--- config.mk ---
export PLATFORM = sky130hd
export DESIGN_NAME = serial_command_frame_parser
export DESIGN_NICKNAME = d
export VERILOG_FILES = /design/src/sv/scfp_pkg.sv /design/src/sv/scfp_in_stage.sv /design/src/sv/scfp_parser.sv /design/src/sv/scfp_out_stage.sv /design/src/sv/serial_command_frame_parser.sv
export SDC_FILE = /design/constraint.sdc
export NUM_CORES = 1
export LEC_CHECK = 0
export BUFFER_PORTS_ARGS = -buffer_cell sky130_fd_sc_hd__buf_4
export CORE_ASPECT_RATIO = 0.9
export CORE_MARGIN = 10
export CORE_UTILIZATION = 56
export DETAILED_ROUTE_END_ITERATION = 7
export GPL_TIMING_DRIVEN = 0
export PLACE_DENSITY = 0.78
export SLEW_MARGIN = 30
export SYNTH_ARGS = -nofsm -noshare
export SYNTH_HDL_FRONTEND = slang
export SYNTH_SLANG_ARGS = --single-unit
--- constraint.sdc ---
create_clock -name clk -period 6.67 [get_ports clk]
set_input_delay 1.334 -clock clk [delete_from_list [all_inputs] [get_ports clk]]
set_output_delay 1.334 -clock clk [all_outputs]
set_load 0.005 [all_outputs]
--- src/sv/scfp_pkg.sv ---
// ----------------------------------------------------------------------------
// scfp_pkg
// Shared types, codes and helpers of the serial command frame parser.
// ----------------------------------------------------------------------------
package scfp_pkg;

	localparam int SCENE_BUF_BYTES_DEF = 512;
	localparam int LEN_FULL_W          = 16;

	localparam logic [7:0] SYNC_ONE   = 8'hC0;
	localparam logic [7:0] SYNC_TWO   = 8'h5D;
	localparam logic [7:0] CMD_BRIGHT = 8'h42;
	localparam logic [7:0] CMD_SCENE  = 8'h4C;
	localparam logic [7:0] PCT_MAX    = 8'd100;

	localparam logic [2:0] PH_SYNC1  = 3'd0;
	localparam logic [2:0] PH_SYNC2  = 3'd1;
	localparam logic [2:0] PH_CMD    = 3'd2;
	localparam logic [2:0] PH_PCT    = 3'd3;
	localparam logic [2:0] PH_LEN_LO = 3'd4;
	localparam logic [2:0] PH_LEN_HI = 3'd5;
	localparam logic [2:0] PH_DATA   = 3'd6;

	localparam logic RES_BRIGHT = 1'b0;
	localparam logic RES_SCENE  = 1'b1;

	// reciprocal of 100 scaled by 2^19, exact for products up to 25500
	localparam logic [12:0] RECIP_100 = 13'd5243;
	localparam int          RECIP_SH  = 19;

	typedef struct packed {
		logic       result_kind;
		logic [7:0] brightness_duty;
		logic [7:0] payload_byte;
		logic [8:0] payload_offset;
		logic [9:0] scene_length;
		logic       scene_done;
	} scfp_result_t;

	// clamped percent to pwm duty, pct * 255 / 100
	function automatic logic [7:0] duty_of(input logic [7:0] b);
		logic [6:0]  pct;
		logic [14:0] scaled;
		logic [27:0] prod;
		pct    = (b > PCT_MAX) ? PCT_MAX[6:0] : b[6:0];
		scaled = {pct, 8'd0} - {8'd0, pct};
		prod   = {13'd0, scaled} * {15'd0, RECIP_100};
		return prod[RECIP_SH +: 8];
	endfunction

endpackage

--- src/sv/scfp_in_stage.sv ---
// ----------------------------------------------------------------------------
// scfp_in_stage
// Input register for received bytes, refilled whenever the parser advances.
// ----------------------------------------------------------------------------
module scfp_in_stage (
	input  logic       clk,
	input  logic       arst_n,
	input  logic       in_valid,
	output logic       in_ready,
	input  logic [7:0] rx_byte,
	input  logic       advance,
	output logic       valid_s1,
	output logic [7:0] byte_s1
);
	assign in_ready = !valid_s1 || advance;

	always_ff @(posedge clk or negedge arst_n) begin
		if (!arst_n) begin
			valid_s1 <= 1'b0;
		end else if (in_ready) begin
			valid_s1 <= in_valid;
		end
	end

	always_ff @(posedge clk) begin
		if (in_valid && in_ready) begin
			byte_s1 <= rx_byte;
		end
	end

endmodule

--- src/sv/scfp_parser.sv ---
// ----------------------------------------------------------------------------
// scfp_parser
// Frame state machine: sync search, command decode, length check and
// payload counting, with the result of the current byte built alongside.
// ----------------------------------------------------------------------------
module scfp_parser #(
	parameter int SCENE_BUF_BYTES = scfp_pkg::SCENE_BUF_BYTES_DEF
) (
	input  logic                  clk,
	input  logic                  arst_n,
	input  logic                  fire,
	input  logic [7:0]            byte_s1,
	output logic                  res_valid,
	output scfp_pkg::scfp_result_t res
);
	import scfp_pkg::*;

	localparam int LEN_W = $clog2(SCENE_BUF_BYTES + 1);

	logic [2:0]       phase_q, phase_d;
	logic [7:0]       len_lo_q, len_lo_d;
	logic [LEN_W-1:0] exp_len_q, exp_len_d;
	logic [LEN_W-1:0] recv_q, recv_d;

	logic [LEN_FULL_W-1:0] len_word;
	logic                  len_ok;
	logic [LEN_W:0]        recv_next;
	logic                  last;
	logic [LEN_FULL_W-1:0] recv_full;
	logic [LEN_FULL_W-1:0] exp_full;
	logic [2:0]            resync;

	assign len_word  = {byte_s1, len_lo_q};
	assign len_ok    = (len_word != '0) &&
		({1'b0, len_word} <= (LEN_FULL_W + 1)'(SCENE_BUF_BYTES));
	assign recv_next = {1'b0, recv_q} + (LEN_W + 1)'(1);
	assign last      = recv_next >= {1'b0, exp_len_q};
	assign recv_full = LEN_FULL_W'(recv_q);
	assign exp_full  = LEN_FULL_W'(exp_len_q);
	assign resync    = (byte_s1 == SYNC_ONE) ? PH_SYNC2 : PH_SYNC1;

	always_comb begin
		phase_d   = phase_q;
		len_lo_d  = len_lo_q;
		exp_len_d = exp_len_q;
		recv_d    = recv_q;
		res_valid = 1'b0;
		res       = '0;
		case (phase_q)
			PH_SYNC2: begin
				phase_d = (byte_s1 == SYNC_TWO) ? PH_CMD : resync;
			end
			PH_CMD: begin
				if (byte_s1 == CMD_BRIGHT) begin
					phase_d = PH_PCT;
				end else if (byte_s1 == CMD_SCENE) begin
					phase_d = PH_LEN_LO;
				end else begin
					phase_d = resync;
				end
			end
			PH_PCT: begin
				res_valid           = 1'b1;
				res.result_kind     = RES_BRIGHT;
				res.brightness_duty = duty_of(byte_s1);
				phase_d             = PH_SYNC1;
			end
			PH_LEN_LO: begin
				len_lo_d = byte_s1;
				phase_d  = PH_LEN_HI;
			end
			PH_LEN_HI: begin
				if (len_ok) begin
					exp_len_d = len_word[LEN_W-1:0];
					recv_d    = '0;
					phase_d   = PH_DATA;
				end else begin
					phase_d = PH_SYNC1;
				end
			end
			PH_DATA: begin
				res_valid          = 1'b1;
				res.result_kind    = RES_SCENE;
				res.payload_byte   = byte_s1;
				res.payload_offset = recv_full[8:0];
				res.scene_length   = exp_full[9:0];
				res.scene_done     = last;
				recv_d             = recv_next[LEN_W-1:0];
				if (last) begin
					phase_d = PH_SYNC1;
				end
			end
			default: begin
				phase_d = resync;
			end
		endcase
	end

	always_ff @(posedge clk or negedge arst_n) begin
		if (!arst_n) begin
			phase_q   <= PH_SYNC1;
			len_lo_q  <= '0;
			exp_len_q <= '0;
			recv_q    <= '0;
		end else if (fire) begin
			phase_q   <= phase_d;
			len_lo_q  <= len_lo_d;
			exp_len_q <= exp_len_d;
			recv_q    <= recv_d;
		end
	end

endmodule

--- src/sv/scfp_out_stage.sv ---
// ----------------------------------------------------------------------------
// scfp_out_stage
// Result register holding one request until the receiver takes it.
// ----------------------------------------------------------------------------
module scfp_out_stage (
	input  logic                   clk,
	input  logic                   arst_n,
	input  logic                   load,
	input  scfp_pkg::scfp_result_t res,
	output logic                   out_free,
	output logic                   out_valid,
	input  logic                   out_ready,
	output scfp_pkg::scfp_result_t res_q
);
	assign out_free = !out_valid || out_ready;

	always_ff @(posedge clk or negedge arst_n) begin
		if (!arst_n) begin
			out_valid <= 1'b0;
		end else if (out_free) begin
			out_valid <= load;
		end
	end

	always_ff @(posedge clk) begin
		if (load && out_free) begin
			res_q <= res;
		end
	end

endmodule

--- src/sv/serial_command_frame_parser.sv ---
// ----------------------------------------------------------------------------
// serial_command_frame_parser
// Finds C0 5D framed commands in a serial byte stream and reports
// brightness updates and streamed scene payload bytes.
// ----------------------------------------------------------------------------
// usage
//   input channel: one received byte per request on rx_byte (in_valid/in_ready)
//   output channel: at most one result per byte (out_valid/out_ready);
//     result_kind picks brightness_duty or the payload fields
//   sync, command and length bytes give no result; a bad length drops the frame
//   throughput: one byte per cycle while the receiver keeps up
//   order: an accepted byte is loaded into the input register, and its result
//     is then loaded into the result register
//   reset: parser returns to the first sync search, both registers empty
//   stall: a full result register holds the parse step; the input register
//     then fills and in_ready drops, so no byte or result is lost
// ----------------------------------------------------------------------------
module serial_command_frame_parser #(
	parameter int SCENE_BUF_BYTES = scfp_pkg::SCENE_BUF_BYTES_DEF
) (
	input  logic       clk,
	input  logic       arst_n,
	input  logic       in_valid,
	output logic       in_ready,
	input  logic [7:0] rx_byte,
	output logic       out_valid,
	input  logic       out_ready,
	output logic       result_kind,
	output logic [7:0] brightness_duty,
	output logic [7:0] payload_byte,
	output logic [8:0] payload_offset,
	output logic [9:0] scene_length,
	output logic       scene_done
);
	import scfp_pkg::*;

	logic         valid_s1;
	logic [7:0]   byte_s1;
	logic         out_free;
	logic         fire;
	logic         res_valid;
	scfp_result_t res;
	scfp_result_t res_q;

	assign fire = valid_s1 && out_free;

	scfp_in_stage u_in (
		.clk      (clk),
		.arst_n   (arst_n),
		.in_valid (in_valid),
		.in_ready (in_ready),
		.rx_byte  (rx_byte),
		.advance  (out_free),
		.valid_s1 (valid_s1),
		.byte_s1  (byte_s1)
	);

	scfp_parser #(
		.SCENE_BUF_BYTES (SCENE_BUF_BYTES)
	) u_parser (
		.clk       (clk),
		.arst_n    (arst_n),
		.fire      (fire),
		.byte_s1   (byte_s1),
		.res_valid (res_valid),
		.res       (res)
	);

	scfp_out_stage u_out (
		.clk       (clk),
		.arst_n    (arst_n),
		.load      (fire && res_valid),
		.res       (res),
		.out_free  (out_free),
		.out_valid (out_valid),
		.out_ready (out_ready),
		.res_q     (res_q)
	);

	assign result_kind     = res_q.result_kind;
	assign brightness_duty = res_q.brightness_duty;
	assign payload_byte    = res_q.payload_byte;
	assign payload_offset  = res_q.payload_offset;
	assign scene_length    = res_q.scene_length;
	assign scene_done      = res_q.scene_done;

endmodule
# Word-level counts from Yosys, hierarchy flattened
# Index checks and enable logic that the tools add are counted.
# totals
ff_bits	78
latchBits	0
ram_bits	0
romBits	0
input_bits	12
out_inout_bits	39
wordCells	59
memories	0
# op_classes
n_addsub	2
mul	1
div_mod_pow	0
magnitude_cmp	3
eq_ne	12
n_shift	0
mux	12
bitwise_logic	0
reduce_logical	16
# op_table
op	count
multiplier 15 x 13 -> 27 bit (second input constant)	1
== test 8 x 7 -> 1 bit (second input constant)	3
case mux 10 bit (2 select lines)	1
case mux 3 bit (6 select lines)	1
<= comparator 16 x 10 -> 1 bit (second input constant)	1
nonzero test 16 bit	1
two-way mux 3 bit	5
subtractor 15 x 7 -> 15 bit	1
adder 10 x 1 -> 11 bit (second input constant)	1
greater-or-equal comparator 11 x 10 -> 1 bit	1
two-way mux 10 bit	1
== test 3 bit (second input constant)	3
== test 8 bit (second input constant)	1
> comparator 8 x 7 -> 1 bit (second input constant)	1
two-way mux 7 bit	1
== test 3 x 2 -> 1 bit (second input constant)	2
AND reduction 3 bit	2
logical AND 1 bit	5
inequality test 2 x 1 -> 1 bit (second input constant)	2
AND reduction 2 bit	2
== test 3 x 1 -> 1 bit (second input constant)	1
two-way mux 1 bit	3
zero test 1 bit	2
logical OR 1 bit	2
2 further kinds	2

# Depth between registers and ports, before layout
# Gate-level depths: netlist of run 1.
# depth
word_depth	5
depth_mapped	31
mapped_depth_nobuf	29

# Cells and area by module
# Synthesis of run 1 repeated with hierarchy kept, for this count alone.
# hier_totals
hier_cells	748
hier_area_um2	7701.1
# modules_own_cells
module	instances	cells_each	area_per_inst_um2	seq_area_each_um2
scfp_parser	1	693	6229.7	775.7
scfp_out_stage	1	41	1164.9	1136.1
scfp_in_stage	1	12	294.0	265.3
serial_command_frame_parser	1	2	12.5	0.0

# Least setup slack after synthesis of run 1
# OpenSTA, ideal clock, no wires.
# synth_path
path_type	register -> register
from	register u_in.byte_s1[0]
to	register u_out.res_q[33] (netlist name)
setup_time_ns	0.266
t_arrival_ns	6.507
t_required_ns	6.404
path_slack_ns	-0.103
path_stages_with_launch	28
path_buffers	2
path_cell_list	edfxtp_1 clkbuf_1 o21ai_0 nand2_1 a31o_2 nor2_1 inv_1 ha_1 clkbuf_1 a211o_1 a21oi_1 inv_1 fa_1 inv_1 ha_1 fa_1 fa_1 inv_1 fa_1 inv_1 ha_1 and3_1 nand4_1 a2111oi_0 o211ai_1 nor2b_1 mux2i_1 a21oi_1
# synth_between
elab_chain_len	4
# synth_lines
element	line	rtl
start: declaration	scfp_in_stage.sv:13	output logic [7:0] byte_s1
start signal: assignment	scfp_in_stage.sv:27	byte_s1 <= rx_byte;
> comparator 8 x 7 -> 1 bit	scfp_pkg.sv:45	pct = (b > PCT_MAX) ? PCT_MAX[6:0] : b[6:0];
two-way mux 7 bit *	scfp_pkg.sv:45	
subtractor 15 x 7 -> 15 bit *	scfp_pkg.sv:46	scaled = {pct, 8'd0} - {8'd0, pct};
multiplier 15 x 13 -> 27 bit *	scfp_pkg.sv:47	prod = {13'd0, scaled} * {15'd0, RECIP_100};
# Every way passes the cells marked *; elsewhere a longest branch is shown, timed or not.
# A chain may end at the register's enable or synchronous reset.

# Final worst setup path of run 1
# layout_path
from	register u_in.byte_s1[1]
to	register u_out.res_q[33] (netlist name)
# layout_between
elab_chain_len	4
# layout_lines
element	line
> comparator 8 x 7 -> 1 bit	scfp_pkg.sv:45
two-way mux 7 bit *	scfp_pkg.sv:45
subtractor 15 x 7 -> 15 bit *	scfp_pkg.sv:46
multiplier 15 x 13 -> 27 bit *	scfp_pkg.sv:47
# Marks and branches as above.

==> results.md, run 1 <==
- Largest net degree at the start of global routing: 38
- CP most frequent cell: fa_1
- Routed length per placed instance: approximately 18 um
- CP Buf/Inv Count: 5
- Clock latency on the worst-skew pair: roughly 0.34 ns
- Worst-margin pin slew: 0.791 ns
- Worst r2r path cells: 25
- Post-synth ARST share: 42.3%
- #FFs+latches synth: between 70 and 80
- Yosys cell types: 54
- Mapped Nets: about 940
- First-pass GRT wire length: about 28,000 um
- Global Route Usage Sum: between 10% and 20%
- Fin crit share: between 90% and 100%
- Area Overhead vs Synth: 22.6%
- Clk slew on worst S/H paths: roughly 0.070 ns
- Critical path's top delay family: adder cells
- Layout filler cell count: ~910
- Post-DP HPWL: between 10,000 and 15,000 um
- Cells after synthesis: about 750
- Root buffer cell: clkbuf_16
- Crit path largest cell delay: roughly 0.56 ns
- Antenna violations before repair: 0
- DRT iter0 DRCs: ~480
- Final global-route overflow total: 0
- Reg-to-reg startpoint: u_in.byte_s1[1]
- Die area: about 18,000 um2
- Count of yosys warnings during synthesis: 0
- Predominant post-synthesis flop cell: edfxtp_1
- CP endpoint kind: register
- Top-area cell type share of the netlist area: 18.3%
- Area of the multi-input gates: ~5000 um2
- Post-synth EDFFs: 45
- Required @ worst endpoint: roughly 6.8 ns
- Final setup viols: 0
- Crit path from: u_in.byte_s1[1]
- # port buffers: 50
- Synth cell count leaders: inv_1 (167), ha_1 (110), fa_1 (67)
- Hold depth: 1
- N_diodes: 0
- HP Class: reg2reg
- Mapped cell area: roughly 7500 um2
- Row cnt: 40
- Max Slew Vio Count: 0
- Register area: 2180 um2
- Worst hold start: u_parser.exp_len_q[5]
- Antenna-violating nets left: 0
- I/O pin count: 51
- Via density per instance: 5.64
- DR DRC count: 0
- GP Congestion: around 0.88
- R2R Path End: u_out.res_q[33]
- Relative slew margins: ~47%
- Final Hold Fails: 0
- H-Tree Level Count: 3
- TritonCTS Buffers: 9
- Most common cell in the netlist: inv_1
- Largest cells by area after synthesis: ha_1 (18%), edfxtp_1 (18%), fa_1 (18%)
- CTS tree: done
- Max Fclk: around 150 MHz
- Final Non-Filler Cells: just over 1,000
- Placed Cells: just under 1,000
- R2r setup slk: 0.05 ns
- Critical setup path kind: reg2reg
- Vias in the first global route: a little under 6,000
- Minimum clock period: 6.62 ns
- Drt pass-1 iters: 5
- Clock sink total: between 70 and 80
- Post-Route Utilization: ~70%
- Nets: around 1,000
- Syn_area_per_cell: around 10 um2
- CP max stage cell: edfxtp_1
- Initial Utilization: a little under three fifths
- Core area: between 10,000 and 15,000 um2
- Max clock buf depth: 2
- Routed vias: about 5,700
- RSZ-0062 raised after global routing: true
- Cell accounting for the most synthesized area: ha_1
- Hold slack: 0.510 ns
- Largest driver fanout on the critical path: 7
- MaxCap Viol Count: 0
- Routed WL: ~18,000 um
- WP data arrival: 6.70 ns
- Outcome: finished, final reports clean
- Hold worst-path end: u_parser.exp_len_q[5]
- Chip width: about 140 um
- Die Span Y: around 130 um
- Register area share after synthesis: between 20% and 30%
- Startpoint types: register
- Final Skew: 0.00636 ns
- Layout cells sized above 1: a little under a quarter
-- how the worst max path moves through the flow --
stage	to	slack [ns]	depth (start not counted)
after floorplan	u_out.res_q[33]	0.005	27
after global placement	u_out.res_q[33]	-1.40	27
after detailed placement	u_out.res_q[33]	-1.63	27
after CTS	u_out.res_q[33]	0.007	25
after global routing	u_out.res_q[33]	-0.13	27
final	u_out.res_q[33]	0.05	25
-- repair_timing --
| item | 4_1_cts | 5_1_grt |
|---|---|---|
| setup buffers | 15 | 25 |
| gates resized for setup | 51 | 55 |
| setup endpoints to repair | 8 | 8 |
| pin swaps | 15 | 41 |
| hold buffers | 0 | 0 |
-- cell families (layout without fill, tap and decap cells) --
logic type                 after synthesis  in the layout  synth area share, %
buffers and inverters                  185            286                 9.50
adders and majority gates              177            177                 36.2
and+or+nand+nor                        172            172                 11.7
AOI/OAI and AO/OA                       90             90                 7.71
DFF                                     78             78                 29.0
xor gates and xnor gates                26             26                 3.13
muxes                                   18             18                 2.75
-- worst reg2reg max path, delay by kind of cell, from the launching register on --
| kind | cells | cell delay [ns] |
|---|---|---|
| AO/OA/AOI/OAI | 8 | 1.67 |
| adder cells (fa/ha/maj) | 7 | 2.74 |
| buffers and inverters | 5 | 0.51 |
| flip-flops | 1 | 0.56 |
| multiplexers | 1 | 0.23 |
| AND/OR/NAND/NOR | 4 | 0.65 |
-- layout by cell type, fill, tap and decap left out, types with 11 or more instances in the layout --
cell      instances
a21o_1           11
a21oi_1          16
and2_1           22
buf_4            86
dfrtp_1          33
edfxtp_1         45
fa_1             64
ha_1             96
ha_4             13
inv_1           152
inv_2            13
mux2_2           12
nand2_1          40
nand3_1          14
nor2_1           39
o21ai_0          21
xnor2_1          15
-- layout make-up --
class | instances | share of cell area, %
clock buffers | 9 | 2.45
repair buffers | 90 | 7.50
inverters | 168 | 6.96
well taps | 168 | 2.28
flip-flops and latches | 78 | 23.6
plain buffers | 12 | 0.883
clock inverters | 7 | 0.869
multi-input cells | 483 | 55.4
-- stage by stage --
stage	TNS, ns	worst slack [ns]	instance area [um2]
final	0	0.0538	9210
after detailed placement	-10.75	-1.63	8110
after CTS	0	0.00678	8750
after global placement	-9.35	-1.40	8110
after floorplan	0	0.00457	7520
after global routing	-0.674	-0.133	9210
-- metal layers --
metal | vias up | global-route usage (%) | share of wire, %
li1 | 2640 | - | -
met1 | 2832 | 24.6 | 41
met2 | 217 | 32.6 | 51
met3 | 35 | 3.45 | 6.1
met4 | 0 | 4.44 | 1.7
met5 | - | 0 | 0
-- sequential cells by signal (all words and copies together), names as in the netlist --
register and cells:
u_in.valid_s1 1, u_in.byte_s1 8, u_parser.recv_q 10, u_out.res_q 37
u_out.out_valid 1, u_parser.len_lo_q 8, u_parser.exp_len_q 10, u_parser.phase_q 3
Power of run 1 is left out: the tool's default activity adds up to more than one toggle a clock period on the data nets, which glitch-free logic cannot reach.
==> inputs of run 2 (changes only) <==
--- a/config.mk
+++ b/config.mk
@@ -8,11 +8,12 @@
 export BUFFER_PORTS_ARGS = -buffer_cell sky130_fd_sc_hd__buf_4
 export CORE_ASPECT_RATIO = 0.9
 export CORE_MARGIN = 10
-export CORE_UTILIZATION = 56
+export CORE_UTILIZATION = 57
 export DETAILED_ROUTE_END_ITERATION = 7
 export GPL_TIMING_DRIVEN = 0
-export PLACE_DENSITY = 0.78
+export PLACE_DENSITY = 0.79
 export SLEW_MARGIN = 30
 export SYNTH_ARGS = -nofsm -noshare
 export SYNTH_HDL_FRONTEND = slang
+export SYNTH_HIERARCHICAL = 1
 export SYNTH_SLANG_ARGS = --single-unit
==> results.md, run 2 <==
- Outcome: finished, final reports clean
- Yosys cell types: 67
- Layout filler cell count: 1,023
- Vias in the first global route: between 5,000 and 6,000
- First-pass GRT wire length: roughly 27,000 um
- CTS tree: done
- CP Buf/Inv Count: 5
- TNS Setup: 0 ns
- Routed WL: 16,600 um
- Max reg flops: 37
- Most common cell after layout, fill and taps aside: inv_1
- H-Tree Level Count: 3
- Placed Cells: 966
- Most frequent cells in the layout: inv_1 (164), ha_1 (108), fa_1 (65), buf_4 (56), edfxtp_1 (45)
- N_diodes: 0
- Chip width: between 100 and 150 um
- Max Slew Vio Count: 0
- Nets: between 1,000 and 1,500
- Cells after synthesis: 748
- Clk slew on worst S/H paths: about 0.060 ns
- Fin crit share: roughly 96%
- Area Overhead vs Synth: 13.7%
- Mapped cell area: about 7700 um2
- Max clock buf depth: 2
- Post-synth EDFFs: 45
- Die Span Y: between 100 and 150 um
- Critical setup path kind: reg2reg
- Predominant post-synthesis flop cell: edfxtp_1
- Antenna-violating nets left: 0
- DR DRC count: 0
- Crit path largest cell delay: 0.53 ns
- WP data arrival: around 6.5 ns
- CP endpoint kind: register
- Clock sink total: 78
- #FFs+latches synth: 78
- Global Route Usage Sum: approximately 18%
- Critical path's top delay family: adder cells
- DRT iter0 DRCs: approximately 510
- Via density per instance: roughly 5.5
- Die area: between 15,000 and 20,000 um2
- Final setup viols: 0
- Register bank with the most flops: u_out/res_q
- Mapped Nets: about 940
- I/O pin count: 51
- Routed length per placed instance: around 17 um
- Initial Utilization: a little under 60%
- Drt pass-1 iters: 5
- Biggest regs: u_out/res_q: 37 flops, u_parser/exp_len_q: 10 flops, u_parser/recv_q: 10 flops
- Synth cell count leaders: inv_1 (164), ha_1 (111), fa_1 (65)
- Most common cell in the netlist: inv_1
- MaxCap Viol Count: 0
- Worst-margin pin slew: roughly 0.57 ns
- Cell accounting for the most synthesized area: ha_1
- Largest net degree at the start of global routing: 38
- GP Congestion: roughly 0.94
- Routed vias: roughly 5,400
- Top-area cell type share of the netlist area: a little under a fifth
- Layout cells sized above 1: 16.6%
- Final Skew: about 0.0064 ns
- Final Non-Filler Cells: 988
- CP Cell Sequence: buf_6, o311ai_4, and2b_2, nand2_2, ha_4, nand2_2, nor3_2, a211oi_4, inv_1, fa_1, inv_1, ha_1, fa_1, fa_1, inv_1, fa_1, inv_1, ha_1, and3_1, and3_1, o221ai_1, a32oi_1, xnor2_1, nor2_1
- Post-synth ARST share: 42.3%
- Minimum clock period: about 6.4 ns
- Clock latency on the worst-skew pair: between 0.3 and 0.4 ns
- Relative slew margins: between 60% and 70%
- Required @ worst endpoint: 6.74 ns
- TritonCTS Buffers: 9
- Antenna violations before repair: 0
- Register area share after synthesis: approximately 28%
- Count of yosys warnings during synthesis: 6
- Final global-route overflow total: 0
- Startpoint types: register
- CP max stage cell: fa_1
- Row cnt: 40
- Largest cells by area after synthesis: ha_1 (18%), edfxtp_1 (18%), fa_1 (17%)
- Final Hold Fails: 0
- Max Fclk: around 160 MHz
- Syn_area_per_cell: roughly 10 um2
- # port buffers: 50
- HP Class: reg2reg
- Post-DP HPWL: 13,400 um
- Root buffer cell: clkbuf_16
- Core area: 13,300 um2
- Largest driver fanout on the critical path: 4
==> run 2: metrics by stage <==
step	hold slack (ns)	instance area, um2	utilization (%)	worst slack [ns]
final	0.488	8750	65.8	0.242
after CTS	0.497	8630	64.8	0.0352
after detailed placement	0.483	8290	62.2	-0.585
after global routing	0.507	8750	65.8	-0.0444
after floorplan	0.449	7700	-	0.228
after global placement	0.467	8290	62.2	-0.464
==> run 2: logic make-up (layout without fill, tap and decap cells) <==
family                   after synthesis  count (layout)  synth area share [%]
multiplexers                          19              19                  2.75
AO/OA/AOI/OAI                         90              90                  8.22
flip-flops                            78              78                  28.3
adder cells (fa/ha/maj)              176             176                  34.9
buffers and inverters                182             254                  9.60
AND/OR/NAND/NOR                      175             175                  12.5
XOR/XNOR                              28              28                  3.77
==> run 2: area by class of cell <==
class,instances,area [um2],share of cell area (%)
multi-input cells,488,4910,56.1
repair buffers,56,420,4.80
inverters,165,619,7.08
flip-flops and latches,78,2180,24.9
clock buffers,10,250,2.86
clock inverters,6,47.5,0.543
plain buffers,17,120,1.37
well taps,168,210,2.40
==> run 2: final timing paths <==
check	cells past startpoint	slack, ns	start	to
max	24	0.24	u_in/byte_s1[2]	u_out/res_q[28]
min reg2reg	1	0.49	u_parser/exp_len_q[8]	u_parser/exp_len_q[8]
min	1	0.49	u_parser/exp_len_q[8]	u_parser/exp_len_q[8]
min in group asynchronous	1	0.93	arst_n	u_parser/recv_q[1]
max in group asynchronous	1	5.43	arst_n	u_parser/len_lo_q[2]
max reg2reg	24	0.24	u_in/byte_s1[2]	u_out/res_q[28]
==> run 2: routing by layer <==
layer | global-route usage [%] | part of all wire, % | up-vias
li1 | - | - | 2589
met1 | 23.7 | 44 | 2657
met2 | 30.0 | 48 | 165
met3 | 5.16 | 6.9 | 21
met4 | 4.24 | 1.2 | 0
met5 | 0 | 0 | -
==> run 2: timing repair <==
action,4_1_cts,5_1_grt
pin swaps,2,8
hold buffers,0,0
resized for setup,7,16
endpoints found under the setup margin,8,8
buffers inserted,1,5
Power of run 2 is left out for the same reason.
==> inputs of run 3 (changes only) <==
--- a/config.mk
+++ b/config.mk
@@ -11,6 +11,7 @@
 export CORE_UTILIZATION = 57
 export DETAILED_ROUTE_END_ITERATION = 7
 export GPL_TIMING_DRIVEN = 0
+export MAX_ROUTING_LAYER = met4
 export PLACE_DENSITY = 0.79
 export SLEW_MARGIN = 30
 export SYNTH_ARGS = -nofsm -noshare
==> results.md, run 3 (synthesis results as in run 2) <==
- Via density per instance: roughly 5.5
- Required @ worst endpoint: 6.76 ns
- Clock latency on the worst-skew pair: 0.34 ns
- Worst-margin pin slew: 0.584 ns
- Post-DP HPWL: about 13,000 um
- Biggest regs: u_out/res_q: 37 flops, u_parser/exp_len_q: 10 flops, u_parser/recv_q: 10 flops
- Placed Cells: 966
- Routed WL: around 17,000 um
- Startpoint types: register
- Hold Buf Count CTS: 0
- Row cnt: 40
- Drt pass-1 iters: 5
- TritonCTS Buffers: 9
- I/O pin count: 51
- Final Non-Filler Cells: 993
- Area of the multi-input gates: ~4900 um2
- Vias in the first global route: roughly 5,500
- Non-Filler Cell Area, Final: approximately 8800 um2
- Final Hold Fails: 0
- Most frequent cells in the layout: inv_1 (163), ha_1 (107), fa_1 (65), buf_4 (61), edfxtp_1 (45)
- Core area: 13,300 um2
- Fin crit share: ~100%
- Root buffer cell: clkbuf_16
- Initial Utilization: 57.8%
- MaxCap Viol Count: 0
- N_diodes: 0
- Register bank with the most flops: u_out/res_q
- Clk slew on worst S/H paths: ~0.060 ns
- H-Tree Level Count: 3
- Hold depth: 1
- DR DRC count: 0
- Layout filler cell count: around 1,000
- Final Skew: roughly 0.0063 ns
- # port buffers: 50
- Layout cells sized above 1: around 17%
- Critical setup path kind: reg2reg
- Nets: between 1,000 and 1,500
- WP data arrival: between 6 and 7 ns
- Placed Area: between 8000 and 9000 um2
- Routed length per placed instance: 16.6 um
- GP Congestion: between 0.9 and 1
- CP endpoint kind: register
- Die Span Y: 130 um
- Final setup viols: 0
- Uppermost layer routed: met4
- Clock sink total: 78
- TNS Setup: 0 ns
- Chip width: ~140 um
- Minimum clock period: approximately 6.5 ns
- First-pass GRT wire length: between 20,000 and 30,000 um
- Max Slew Vio Count: 0
- Relative slew margins: between 60% and 70%
- HP Class: reg2reg
- WL met3: ~1000 um
- Final global-route overflow total: 0
- Antenna violations before repair: 0
- Routed vias: around 5,500
- Die area: approximately 19,000 um2
- Largest net degree at the start of global routing: 38
- Most common cell after layout, fill and taps aside: inv_1
- DRT iter0 DRCs: 448
- Largest driver fanout on the critical path: 5
- Worst r2r path cells: 27
- CTS tree: done
- Area Overhead vs Synth: 14.3%
- Outcome: finished, final reports clean
- Max clock buf depth: 2
- Met2 wire length: roughly 7800 um
- Max Fclk: approximately 150 MHz
- Register area: 2180 um2
- Met1 WL: roughly 7600 um
- Global Route Usage Sum: between 10% and 20%
- Max reg flops: 37
- Antenna-violating nets left: 0
run 3: cell count changes in the layout (fill, tap and decap cells not counted), moves of 2 or more:
cell,previous run,this run
nand2_2,3,0
clkinv_4,0,3
nand2_4,0,3
a21oi_1,16,18
inv_6,3,1
a21oi_2,2,0
buf_4,56,61
run 3: cell type report:
cell class / count / area share [%]
repair buffers: 61 / 5.20
flip-flops and latches: 78 / 24.7
clock inverters: 5 / 0.455
inverters: 165 / 7.04
multi-input cells: 488 / 55.9
well taps: 168 / 2.39
plain buffers: 17 / 1.36
clock buffers: 11 / 2.89
run 3: per-layer routing:
layer	vias to the layer above	GRT usage (%)
li1	2598	-
met1	2679	24.1
met2	159	29.6
met3	16	4.29
met4	0	3.45
met5	-	-
run 3: timing repair:
item	CTS	global route
endpoints found under the setup margin	8	8
resized for setup	5	20
setup buffers	2	9
pin swaps	3	7
run 3: per-stage QoR:
step,util [%],hold WS (ns),setup WS (ns)
global route,66.1,0.525,-0.0377
CTS,64.8,0.496,0.00279
global placement,62.2,0.468,-0.486
finish,66.1,0.493,0.186
floorplan,-,0.449,0.228
detailed placement,62.2,0.482,-0.607
run 3: worst max-delay path, cell delays in order (launching register included):
cell	delay (ns)
edfxtp_1	0.46
buf_6	0.17
o311ai_4	0.29
and2b_2	0.27
nand2_4	0.09
ha_4	0.20
nand2_4	0.09
o211ai_1	0.10
xor2_1	0.33
nor2_4	0.09
buf_4	0.17
ha_1	0.30
inv_1	0.06
fa_1	0.53
inv_1	0.06
fa_1	0.46
fa_1	0.49
inv_1	0.05
fa_1	0.52
inv_1	0.04
ha_1	0.31
nand3_1	0.11
nor2_2	0.16
nand4_1	0.21
buf_4	0.23
nand4_1	0.15
a41oi_2	0.15
mux2i_1	0.14
run 3: final timing paths:
| check | end | start | slack (ns) |
|---|---|---|---|
| worst max register to register | u_out/res_q[32] | u_in/byte_s1[2] | 0.19 |
| worst min-delay path | u_parser/exp_len_q[5] | u_parser/exp_len_q[5] | 0.49 |
| worst min register to register | u_parser/exp_len_q[5] | u_parser/exp_len_q[5] | 0.49 |
| worst max-delay path | u_out/res_q[32] | u_in/byte_s1[2] | 0.19 |
| min in group asynchronous | u_parser/recv_q[9] | arst_n | 0.93 |
| max in group asynchronous | u_out/out_valid | arst_n | 5.43 |
Power of run 3 is left out for the same reason.
